### src/rtl/indexed_stack_core_assert.svh
// Assertion macros shared by the stack core modules.
// Each macro expects the signals clk and rst_n in the module that uses it.
`ifndef INDEXED_STACK_CORE_ASSERT_SVH
`define INDEXED_STACK_CORE_ASSERT_SVH

// The consequent must hold in the same cycle as the antecedent.
`define ISC_ASSERT_SAME(label, ante, cons, msg) \
    label: assert property (@(posedge clk) disable iff (!rst_n) (ante) |-> (cons)) \
        else $error(msg);

// The consequent must hold in the cycle after the antecedent.
`define ISC_ASSERT_NEXT(label, ante, cons, msg) \
    label: assert property (@(posedge clk) disable iff (!rst_n) (ante) |=> (cons)) \
        else $error(msg);

`endif

### src/rtl/isc_pkg.sv
`timescale 1ns / 1ps
`default_nettype none

package isc_pkg;

    // Number of words the stack holds.
    localparam int STACK_DEPTH = 8;

    // Width of the word count, which must be able to hold STACK_DEPTH itself.
    localparam int CNT_W = $clog2(STACK_DEPTH + 1);

    // Width of a memory address.
    localparam int IDX_W = (STACK_DEPTH > 1) ? $clog2(STACK_DEPTH) : 1;

    // Fixed field widths.
    localparam int POS_W  = 11;
    localparam int DATA_W = 32;

    // Operation codes.
    typedef enum logic [1:0] {
        MODE_PUSH   = 2'd0,
        MODE_POP    = 2'd1,
        MODE_PEEK   = 2'd2,
        MODE_CHANGE = 2'd3
    } mode_t;

    // Result status codes.
    typedef enum logic [1:0] {
        ST_OK        = 2'd0,
        ST_OVERFLOW  = 2'd1,
        ST_UNDERFLOW = 2'd2,
        ST_BAD_POS   = 2'd3
    } status_t;

    // Input word.
    typedef struct packed {
        mode_t                     mode;
        logic [POS_W-1:0]          position;
        logic signed [DATA_W-1:0]  write_value;
    } request_t;

    // Result word.
    typedef struct packed {
        logic signed [DATA_W-1:0]  read_value;
        status_t                   status;
        logic [POS_W-1:0]          depth_used;
    } result_t;

    // Commands from the controller to the datapath.
    typedef struct packed {
        logic load;
        logic exec;
    } ctl_cmd_t;

endpackage

`default_nettype wire

### src/rtl/isc_ctrl.sv
`timescale 1ns / 1ps
`default_nettype none

module isc_ctrl (
    input  wire logic              clk,
    input  wire logic              rst_n,
    input  wire logic              start,
    output logic                   busy,
    output logic                   done,
    output isc_pkg::ctl_cmd_t      cmd
);

    `include "indexed_stack_core_assert.svh"

    typedef enum logic [1:0] {
        S_IDLE,
        S_EXEC,
        S_REPLY
    } state_t;

    state_t state_reg;
    state_t state_next;
    logic   busy_reg;
    logic   done_reg;
    logic   accept;

    // A word is taken when start is high and the block is not in its execute cycle.
    assign accept = start && !busy_reg;

    // Next state: an execute state, then a reply state that can overlap a new word.
    always_comb
    begin
        state_next = state_reg;
        case (state_reg)
            S_IDLE:
            begin
                if (accept)
                begin
                    state_next = S_EXEC;
                end
            end
            S_EXEC:
            begin
                state_next = S_REPLY;
            end
            S_REPLY:
            begin
                state_next = accept ? S_EXEC : S_IDLE;
            end
            default:
            begin
                state_next = S_IDLE;
            end
        endcase
    end

    // State and registered handshake outputs.
    always_ff @(posedge clk or negedge rst_n)
    begin
        if (!rst_n)
        begin
            state_reg <= S_IDLE;
            busy_reg  <= 1'b0;
            done_reg  <= 1'b0;
        end
        else
        begin
            state_reg <= state_next;
            busy_reg  <= (state_next == S_EXEC);
            done_reg  <= (state_next == S_REPLY);
        end
    end

    assign busy     = busy_reg;
    assign done     = done_reg;
    assign cmd.load = accept;
    assign cmd.exec = (state_reg == S_EXEC);

    `ISC_ASSERT_NEXT(a_accept_busy, accept, busy, "accepted word did not raise busy")
    `ISC_ASSERT_NEXT(a_exec_done, busy, done, "execute cycle not followed by a result")
    `ISC_ASSERT_NEXT(a_done_single, done, !done, "result strobe lasted two cycles")

endmodule

`default_nettype wire

### src/rtl/isc_datapath.sv
`timescale 1ns / 1ps
`default_nettype none

module isc_datapath (
    input  wire logic                 clk,
    input  wire logic                 rst_n,
    input  wire isc_pkg::ctl_cmd_t    cmd,
    input  wire isc_pkg::request_t    request,
    output isc_pkg::result_t          result
);

    `include "indexed_stack_core_assert.svh"

    // Word memory, no reset: only entries below the count are ever read.
    logic [isc_pkg::DATA_W-1:0] mem [isc_pkg::STACK_DEPTH];

    isc_pkg::mode_t                mode_reg;
    logic [isc_pkg::POS_W-1:0]     pos_reg;
    logic [isc_pkg::DATA_W-1:0]    wval_reg;
    logic [isc_pkg::CNT_W-1:0]     count_reg;
    logic [isc_pkg::CNT_W-1:0]     count_next;
    isc_pkg::status_t              status_reg;
    isc_pkg::status_t              status_next;
    logic                          ret_reg;
    logic                          ret_next;
    logic [isc_pkg::DATA_W-1:0]    rdata_reg;

    logic                          full;
    logic                          empty;
    logic                          pos_ok;
    logic [isc_pkg::CNT_W-1:0]     slot;
    logic [isc_pkg::CNT_W-1:0]     top;
    logic [isc_pkg::IDX_W-1:0]     mem_addr;
    logic                          mem_we;
    logic                          mem_re;

    // Capture the request word when it is accepted.
    always_ff @(posedge clk)
    begin
        if (cmd.load)
        begin
            mode_reg <= request.mode;
            pos_reg  <= request.position;
            wval_reg <= request.write_value;
        end
    end

    // Stack conditions and the slot addressed by a position from the top.
    assign full   = (count_reg == isc_pkg::CNT_W'(isc_pkg::STACK_DEPTH));
    assign empty  = (count_reg == '0);
    assign pos_ok = (pos_reg != '0) && (pos_reg <= isc_pkg::POS_W'(count_reg));
    assign slot   = count_reg - isc_pkg::CNT_W'(pos_reg);
    assign top    = count_reg - isc_pkg::CNT_W'(1);

    // Operation decode: memory access, new count and status.
    always_comb
    begin
        mem_we      = 1'b0;
        mem_re      = 1'b0;
        mem_addr    = slot[isc_pkg::IDX_W-1:0];
        count_next  = count_reg;
        status_next = isc_pkg::ST_OK;
        ret_next    = 1'b0;
        case (mode_reg)
            isc_pkg::MODE_PUSH:
            begin
                mem_addr = count_reg[isc_pkg::IDX_W-1:0];
                if (full)
                begin
                    status_next = isc_pkg::ST_OVERFLOW;
                end
                else
                begin
                    mem_we     = cmd.exec;
                    count_next = count_reg + isc_pkg::CNT_W'(1);
                end
            end
            isc_pkg::MODE_POP:
            begin
                mem_addr = top[isc_pkg::IDX_W-1:0];
                if (empty)
                begin
                    status_next = isc_pkg::ST_UNDERFLOW;
                end
                else
                begin
                    mem_re     = cmd.exec;
                    ret_next   = 1'b1;
                    count_next = top;
                end
            end
            isc_pkg::MODE_PEEK:
            begin
                if (!pos_ok)
                begin
                    status_next = isc_pkg::ST_BAD_POS;
                end
                else
                begin
                    mem_re   = cmd.exec;
                    ret_next = 1'b1;
                end
            end
            isc_pkg::MODE_CHANGE:
            begin
                if (!pos_ok)
                begin
                    status_next = isc_pkg::ST_BAD_POS;
                end
                else
                begin
                    mem_we = cmd.exec;
                end
            end
            default:
            begin
                status_next = isc_pkg::ST_OK;
            end
        endcase
    end

    // Single-port word memory with registered read data.
    always_ff @(posedge clk)
    begin
        if (mem_we)
        begin
            mem[mem_addr] <= wval_reg;
        end
        if (mem_re)
        begin
            rdata_reg <= mem[mem_addr];
        end
    end

    // Count and result status, updated in the execute cycle.
    always_ff @(posedge clk or negedge rst_n)
    begin
        if (!rst_n)
        begin
            count_reg  <= '0;
            status_reg <= isc_pkg::ST_OK;
            ret_reg    <= 1'b0;
        end
        else if (cmd.exec)
        begin
            count_reg  <= count_next;
            status_reg <= status_next;
            ret_reg    <= ret_next;
        end
    end

    // Result word; read data shows only for a successful pop or peek.
    assign result.read_value = ret_reg ? rdata_reg : '0;
    assign result.status     = status_reg;
    assign result.depth_used = isc_pkg::POS_W'(count_reg);

    `ISC_ASSERT_SAME(a_count_bound, 1'b1,
        count_reg <= isc_pkg::CNT_W'(isc_pkg::STACK_DEPTH), "word count above stack depth")
    `ISC_ASSERT_NEXT(a_count_hold, !cmd.exec, $stable(count_reg),
        "word count changed outside an execute cycle")
    `ISC_ASSERT_SAME(a_overflow_full, status_reg == isc_pkg::ST_OVERFLOW,
        count_reg == isc_pkg::CNT_W'(isc_pkg::STACK_DEPTH), "overflow reported on a stack not full")

endmodule

`default_nettype wire

### src/rtl/indexed_stack_core.sv
`timescale 1ns / 1ps
`default_nettype none

// LIFO stack of signed 32-bit words with push, pop, and peek or change at a
// position counted from the top (1 is the top). A word is taken at a clock edge
// where start is high and busy is low. The operation runs in the following cycle
// against a single-port word memory. Its result is shown on result for exactly
// one cycle with done high, in the cycle after the execute cycle. The receiver
// cannot stall: result must be captured in the cycle that done is high. A new
// word may be started in that same cycle, but none is taken while busy is high
// in the execute cycle.

module indexed_stack_core (
    input  wire logic                 clk,
    input  wire logic                 rst_n,
    input  wire logic                 start,
    output logic                      busy,
    input  wire isc_pkg::request_t    request,
    output logic                      done,
    output isc_pkg::result_t          result
);

    isc_pkg::ctl_cmd_t cmd;

    // Sequencer for accept, execute and reply.
    isc_ctrl u_ctrl (
        .clk   (clk),
        .rst_n (rst_n),
        .start (start),
        .busy  (busy),
        .done  (done),
        .cmd   (cmd)
    );

    // Word memory, count and result registers.
    isc_datapath u_datapath (
        .clk     (clk),
        .rst_n   (rst_n),
        .cmd     (cmd),
        .request (request),
        .result  (result)
    );

endmodule

`default_nettype wire

### config.mk
export PLATFORM = sky130hd
export DESIGN_NAME = indexed_stack_core
export DESIGN_NICKNAME = d
export VERILOG_FILES = /design/src/rtl/isc_pkg.sv /design/src/rtl/isc_ctrl.sv /design/src/rtl/isc_datapath.sv /design/src/rtl/indexed_stack_core.sv
export VERILOG_INCLUDE_DIRS = /design/src /design/src/rtl
export SDC_FILE = /design/constraint.sdc
export NUM_CORES = 1
export LEC_CHECK = 0
export BUFFER_PORTS_ARGS = -buffer_cell sky130_fd_sc_hd__buf_2
export CAP_MARGIN = 15
export CORE_MARGIN = 2
export CORE_UTILIZATION = 62
export CTS_CLUSTER_SIZE = 8
export DETAILED_ROUTE_END_ITERATION = 6
export HOLD_SLACK_MARGIN = 0.1
export MAX_ROUTING_LAYER = met4
export PLACE_DENSITY = 0.9
export REMOVE_ABC_BUFFERS = 1
export SLEW_MARGIN = 0
export SYNTH_ARGS = -nofsm -noshare
export SYNTH_HDL_FRONTEND = slang
export SYNTH_SLANG_ARGS = --single-unit
### constraint.sdc
create_clock -name clk -period 6.32 [get_ports clk]
set_input_delay 1.264 -clock clk [delete_from_list [all_inputs] [get_ports clk]]
set_output_delay 1.264 -clock clk [all_outputs]
set_load 0.01 [all_outputs]
==> After elaboration in Yosys (flattened, before gate mapping) <==
Memories as Yosys holds them, arrays and structs flattened. A register that Yosys moved wholly into a read port is not among the register bits.
Index checks and enable logic that the tools add are counted.
{ "word_totals": {"register_bits": 56, "ram_bits": 256, "inputBits": 48, "output_inout_bits": 47, "wordCells": 56, "n_memories": 1} }
{ "classes": {"addsub": 3, "magnitude_cmp": 1, "eq_ne": 10, "n_mux": 22, "n_reduce_logical": 10} }
{ "memory_table": {"columns": ["memory", "depth", "word_bits", "read_ports", "rd_ports_with_merged_regs", "write_ports", "line_no", "rtl"], "rows": [
  ["u_datapath.mem", 8, 32, 1, 1, 1, "isc_datapath.sv:15", "logic [isc_pkg::DATA_W-1:0] mem [isc_pkg::STACK_DEPTH];"]
]} }
{ "op_table": {"columns": ["operator", "n"], "rows": [
  ["$mux W32", 1],
  ["$pmux W2 S3", 2],
  ["$le A11 B4 Y1", 1],
  ["$reduce_bool A11 Y1", 1],
  ["$mux W1", 9],
  ["$eq A2 B2 Y1 const B", 4],
  ["$mux W4", 2],
  ["$pmux W4 S2", 1],
  ["$eq A2 B1 Y1 const B", 3],
  ["$mux W2", 3],
  ["$pmux W1 S2", 3],
  ["$pmux W3 S2", 1],
  ["$add A4 B1 Y4 const B", 1],
  ["$eq A4 B4 Y1 const B", 1],
  ["$logic_not A2 Y1", 2],
  ["$logic_not A4 Y1", 1],
  ["$ne A2 B2 Y1 const B", 2],
  ["$reduce_and A4 Y1", 1],
  ["$sub A4 B1 Y4 const B", 1],
  ["$sub A3 B3 Y3", 1],
  ["$logic_and A1 B1 Y1", 2],
  ["$reduce_bool A2 Y1", 1],
  ["$reduce_or A2 Y1", 1],
  ["$logic_not A1 Y1", 1]
]} }

==> Depth between registers and ports, before layout <==
{ "logic_depth": {"word_depth": 6, "ltp_mapped": 12, "ltp_nobuf": 10} }

==> Cells and area by module <==
A second synthesis with hierarchy kept.
{ "hier_totals": {"cells_unflattened": 909, "area_unflattened_um2": 14286.2} }
{ "modules_own_cells": {"columns": ["module", "instances", "cells_each", "area_each_um2", "seq_area_each_um2"], "rows": [
  ["isc_datapath", 1, 899, 14144.8, 10174.8],
  ["isc_ctrl", 1, 10, 141.4, 100.1]
]} }

==> Worst setup path before layout <==
No wires, ideal clock.
{ "synth_path": {"path_type": "register to register", "from": "reg u_datapath.count_reg[0] (netlist name)", "to": "mem u_datapath.mem[0][0] (netlist name), enable pin", "setup_time_ns": 0.441, "arrival_time_ns": 3.990, "required_ns": 5.879, "setup_slack_ns": 1.890, "stages_incl_launch_ff": 10, "path_buffers": 3, "period_less_slack_ns": 4.430, "cell_sequence": "dfrtp_1 inv_1 ha_1 inv_1 fa_1 a221o_1 buf_2 buf_6 buf_2 nor4_2"} }
{ "synth_between": {"elab_chain_cells": 6, "word_cells_on_any_way": 11, "classes_between": "2 x add/sub; 1 x order compare; 1 x eq/ne; 6 x mux; 1 x reduce/logical"} }
{ "synth_lines": {"columns": ["element", "line_no", "rtl"], "rows": [
  ["from (decl)", "isc_datapath.sv:20", "logic [isc_pkg::CNT_W-1:0] count_reg;"],
  ["from (signal assigned)", "isc_datapath.sv:146", "count_reg <= count_next;"],
  ["$le A11 B4 Y1", "isc_datapath.sv:51", "assign pos_ok = (pos_reg != '0) && (pos_reg <= isc_pkg::POS_W'(count_reg));"],
  ["$logic_and A1 B1 Y1", "isc_datapath.sv:51", null],
  ["$mux W1", "isc_datapath.sv:106", "if (!pos_ok)"],
  ["$pmux W1 S2", "isc_datapath.sv:64", "case (mode_reg)"],
  ["$mux W1", "isc_datapath.sv:125", "if (mem_we)"],
  ["$mux W1 (implied by the code)", "isc_datapath.sv:127", "mem[mem_addr] <= wval_reg;"],
  ["to (decl)", "isc_datapath.sv:15", null]
]} }
Parallel ways exist; a longest one is shown, timed or not.

==> Worst setup path in the final report <==
{ "layout_path": {"from": "reg u_datapath.count_reg[0] (netlist name)", "to": "mem u_datapath.mem[0][7] (netlist name), enable pin"} }
Same word-level chain as after synthesis.

==> run_summary.xml <==
<?xml version="1.0" encoding="UTF-8"?>
<metrics>
  <group name="outcome">
    <metric name="status" unit="">finished clean</metric>
  </group>
  <group name="yosys">
    <metric name="synth.cell_area" unit="mm2">0.01351</metric>
    <metric name="synthMostInstantiatedCell" unit="">sky130_fd_sc_hd__edfxtp_1</metric>
    <metric name="synth_async_sr_flop_share" unit="%">2.915</metric>
    <metric name="synth_sequential_area_ratio" unit="%">75.89</metric>
    <metric name="synthTopCellsByCount" unit="">333 x sky130_fd_sc_hd__edfxtp_1, 249 x sky130_fd_sc_hd__nand2_1, 108 x sky130_fd_sc_hd__nand3_1</metric>
    <metric name="synthTopCellsByArea" unit="">sky130_fd_sc_hd__edfxtp_1 74%, sky130_fd_sc_hd__nand2_1 6.9%, sky130_fd_sc_hd__nand3_1 4.0%</metric>
    <metric name="yosysTopAreaCellShare" unit="%">74.04</metric>
    <metric name="synth_top_cell_by_area" unit="">sky130_fd_sc_hd__edfxtp_1</metric>
    <metric name="average_size_of_a_mapped_cell" unit="um2">13.91</metric>
    <metric name="synth_edf_count" unit="">333</metric>
    <metric name="ys_types" unit="">52</metric>
    <metric name="ys_ff_latch" unit="">343</metric>
    <metric name="synth_ff_type" unit="">sky130_fd_sc_hd__edfxtp_1</metric>
    <metric name="postSynthCellCount" unit="">971</metric>
    <metric name="synth-warning-count" unit="">0</metric>
  </group>
  <group name="finish">
    <metric name="footprint_of_the_multi_input_gates" unit="mm2">0.002992</metric>
    <metric name="num-nets-final" unit="">1125</metric>
    <metric name="count_of_antenna_diodes_in_the_layout" unit="">0</metric>
    <metric name="post_route_cells_drive_above_1_share" unit="%">16.08</metric>
    <metric name="area_growth_syn_to_layout" unit="%">14.37</metric>
    <metric name="area.sequential" unit="mm2">0.01025</metric>
    <metric name="fillers" unit="">1234</metric>
    <metric name="flip_flop_count_of_the_largest_register_all_copies_and_words_added" unit="">256</metric>
  </group>
  <group name="detailed_routing">
    <metric name="avgRoutedWirePerCell" unit="um">21.56</metric>
    <metric name="avgViaCountPerCell" unit="">6.187</metric>
    <metric name="detail_route.drc_violations" unit="">0</metric>
    <metric name="drt_pass1_iterations" unit="">7</metric>
    <metric name="antenna_violating_nets_post_route" unit="">0</metric>
    <metric name="route.vias.total" unit="">8359</metric>
    <metric name="routed_wirelength" unit="um">29130</metric>
    <metric name="initialDrtViolationCount" unit="">931</metric>
  </group>
  <group name="critical_path">
    <metric name="critical_path_required" unit="ns">6.52</metric>
    <metric name="crit_arrival" unit="ns">4.69</metric>
    <metric name="crit_path_max_incr_delay" unit="ns">0.99</metric>
    <metric name="crit_path_end_kind" unit="">flop</metric>
    <metric name="timing.critical_path.slowest_stage_cell" unit="">sky130_fd_sc_hd__nor4_4</metric>
    <metric name="crit_type" unit="">reg -&gt; reg</metric>
    <metric name="worstPathCellList" unit="">inv_1, ha_1, inv_1, fa_1, xor2_1, a22oi_1, and2_1, nand2_1, nor4_4, buf_4</metric>
    <metric name="critical-path-top-cell-by-count" unit="">sky130_fd_sc_hd__inv_1</metric>
    <metric name="setup.worst_path.start_class" unit="">flop</metric>
    <metric name="timing.critical_path.buf_inv" unit="">3</metric>
    <metric name="critical_path.max_fanout" unit="">18</metric>
    <metric name="critical_path.top_delay_family" unit="">simple AND/OR/NAND/NOR gates</metric>
  </group>
  <group name="clock_network">
    <metric name="htreeDepth" unit="">2</metric>
    <metric name="postCtsResizedCells" unit="">0</metric>
    <metric name="tritoncts_clock_tree" unit="">built</metric>
    <metric name="insertion_delay" unit="ns">0.53</metric>
    <metric name="cts_made_buffers" unit="">48</metric>
    <metric name="cts-root-buf" unit="">sky130_fd_sc_hd__clkbuf_16</metric>
    <metric name="cts.reportedPaths.clkPinSlew" unit="ns">0.05</metric>
    <metric name="numClockSinks" unit="">343</metric>
    <metric name="cts_setup_buffers" unit="">0</metric>
    <metric name="ctsLongestPathBuffers" unit="">3</metric>
    <metric name="number_of_hold_buffers_added_after_cts" unit="">0</metric>
  </group>
  <group name="floorplan">
    <metric name="die_width" unit="um">151.6</metric>
    <metric name="core_footprint" unit="mm2">0.02122</metric>
    <metric name="floorplan.initialDensity" unit="%">63.64</metric>
    <metric name="floorplan.rows" unit="">53</metric>
    <metric name="die_height" unit="um">151.6</metric>
    <metric name="i_o_pins" unit="">95</metric>
    <metric name="die_area" unit="mm2">0.02298</metric>
  </group>
  <group name="place">
    <metric name="globalplace.congestion" unit="">0.8671</metric>
    <metric name="detailedPlacementHpwl" unit="um">15960</metric>
    <metric name="place.port_buffers" unit="">87</metric>
    <metric name="pre_cts_slack" unit="ns">1.937</metric>
  </group>
  <group name="timing">
    <metric name="setup_total_negative_slack" unit="ns">0</metric>
    <metric name="period_needed" unit="ns">4.493</metric>
    <metric name="timing.final.crit_share" unit="%">71.09</metric>
    <metric name="fin_worst_skew" unit="ns">0.01439</metric>
    <metric name="rsz0062_at_grt" unit="">false</metric>
    <metric name="final_hold_viol_count" unit="">0</metric>
    <metric name="report.final.setup_viol" unit="">0</metric>
    <metric name="setup_ws" unit="ns">1.827</metric>
    <metric name="slew_headroom" unit="%">17.55</metric>
    <metric name="worst_slew_pin_slew" unit="ns">1.227</metric>
    <metric name="maximum_clock_frequency" unit="MHz">222.6</metric>
    <metric name="finalMaxSlewViolations" unit="">0</metric>
    <metric name="hold_ws" unit="ns">0.4501</metric>
  </group>
  <group name="grt">
    <metric name="grt_util_met3" unit="%">4.521</metric>
    <metric name="globalRouteMet1Util" unit="%">33.45</metric>
    <metric name="grt_first_pass_wirelength" unit="um">44710</metric>
    <metric name="global_route.peak_usage_layer" unit="">met2</metric>
    <metric name="grtUsageMet2" unit="%">43.94</metric>
    <metric name="grt_usage" unit="%">26.69</metric>
    <metric name="antenna_violations_before_repair" unit="">0</metric>
    <metric name="overflow_left_after_global_routing" unit="">0</metric>
    <metric name="grt_max_degree" unit="">104</metric>
    <metric name="first_global_vias" unit="">8410</metric>
  </group>
  <group name="hold_path">
    <metric name="min_path_type" unit="">reg -&gt; reg</metric>
  </group>
  <group name="run">
    <metric name="maxCapViolCount" unit="">0</metric>
  </group>
  <group name="power">
    <metric name="power.density_cell_area" unit="mW/mm2">442.5</metric>
    <metric name="cellLeakagePower" unit="nW">5.597</metric>
    <metric name="worst_ir_drop_vdd" unit="V">0.0003923</metric>
  </group>
</metrics>
## power by group
group	internal (mW)	switching [mW]
Clock	1.37	0.862
Combinational	0.549	1.31
Sequential	2.66	0.0826
Total	4.58	2.25
## area by class of cell
cell class                 count  area share (%)
tap                          275           2.228
timing repair buffer          99           3.483
multi-input combinational    562           19.37
inverter                      11          0.2673
clock buffer                  59           8.181
sequential                   343           66.36
clock inverter                 2          0.1134
## layout by cell type (no fill, tap or decap), drive strengths merged, types with 3 or more instances in the layout
cell type / netlist / routed
xnor2: 3 / 3
buf: 48 / 99
a31oi: 3 / 3
nand2: 249 / 249
dfrtp: 10 / 10
a21oi: 26 / 26
nor2: 15 / 15
clkbuf: 13 / 59
nor4: 4 / 4
and2: 35 / 35
a221oi: 4 / 4
nor2b: 8 / 8
conb: 1 / 7
nand3: 108 / 108
and3: 3 / 3
ha: 11 / 11
inv: 11 / 13
o22ai: 5 / 5
a311oi: 13 / 13
o21ai: 35 / 35
edfxtp: 333 / 333
a22oi: 9 / 9
a211oi: 3 / 3
## cells by family (layout without fill, tap and decap cells)
family / Yosys count / in the layout / share of synthesized area (%)
AND/OR/NAND/NOR: 432 / 432 / 14.59
flip-flops: 343 / 343 / 75.89
multiplexers: 2 / 2 / 0.1575
adder cells (fa/ha/maj): 12 / 12 / 1.167
buffers and inverters: 72 / 171 / 2.752
XOR/XNOR: 4 / 4 / 0.2595
other: 1 / 7 / 0.02777
AO/OA/AOI/OAI: 105 / 105 / 5.151
## final timing paths
kind / from / end / slack (ns) / cells past startpoint
min reg2reg: u_ctrl.state_reg[0] / u_ctrl.busy / 0.45 / 1
min in group asynchronous: rst_n / u_datapath.count_reg[3] / 0.58 / 1
max in group asynchronous: rst_n / u_datapath.count_reg[0] / 5.55 / 1
max reg2reg: u_datapath.count_reg[0] / u_datapath.mem[0][7] / 1.83 / 10
max: u_datapath.count_reg[0] / u_datapath.mem[0][7] / 1.83 / 10
min: u_ctrl.state_reg[0] / u_ctrl.busy / 0.45 / 1
## per-stage QoR
stage	power (mW)	instances	util, %	cell area [um2]
2_1_floorplan	4.003	916	-	13200
3_3_place_gp	4.463	1289	66.66	14140
3_5_place_dp	4.580	1289	66.66	14140
4_1_cts	6.812	1350	72.69	15430
5_1_grt	7.123	1351	72.79	15450
6_report	6.835	1351	72.79	15450
## per-layer routing
metal  up-vias  share of wire (%)
met5         -                  0
met1      3990                 36
met3        77                9.9
met2       599                 52
li1       3693                  -
met4         0                2.7
Power figures use the tool's default switching activity.
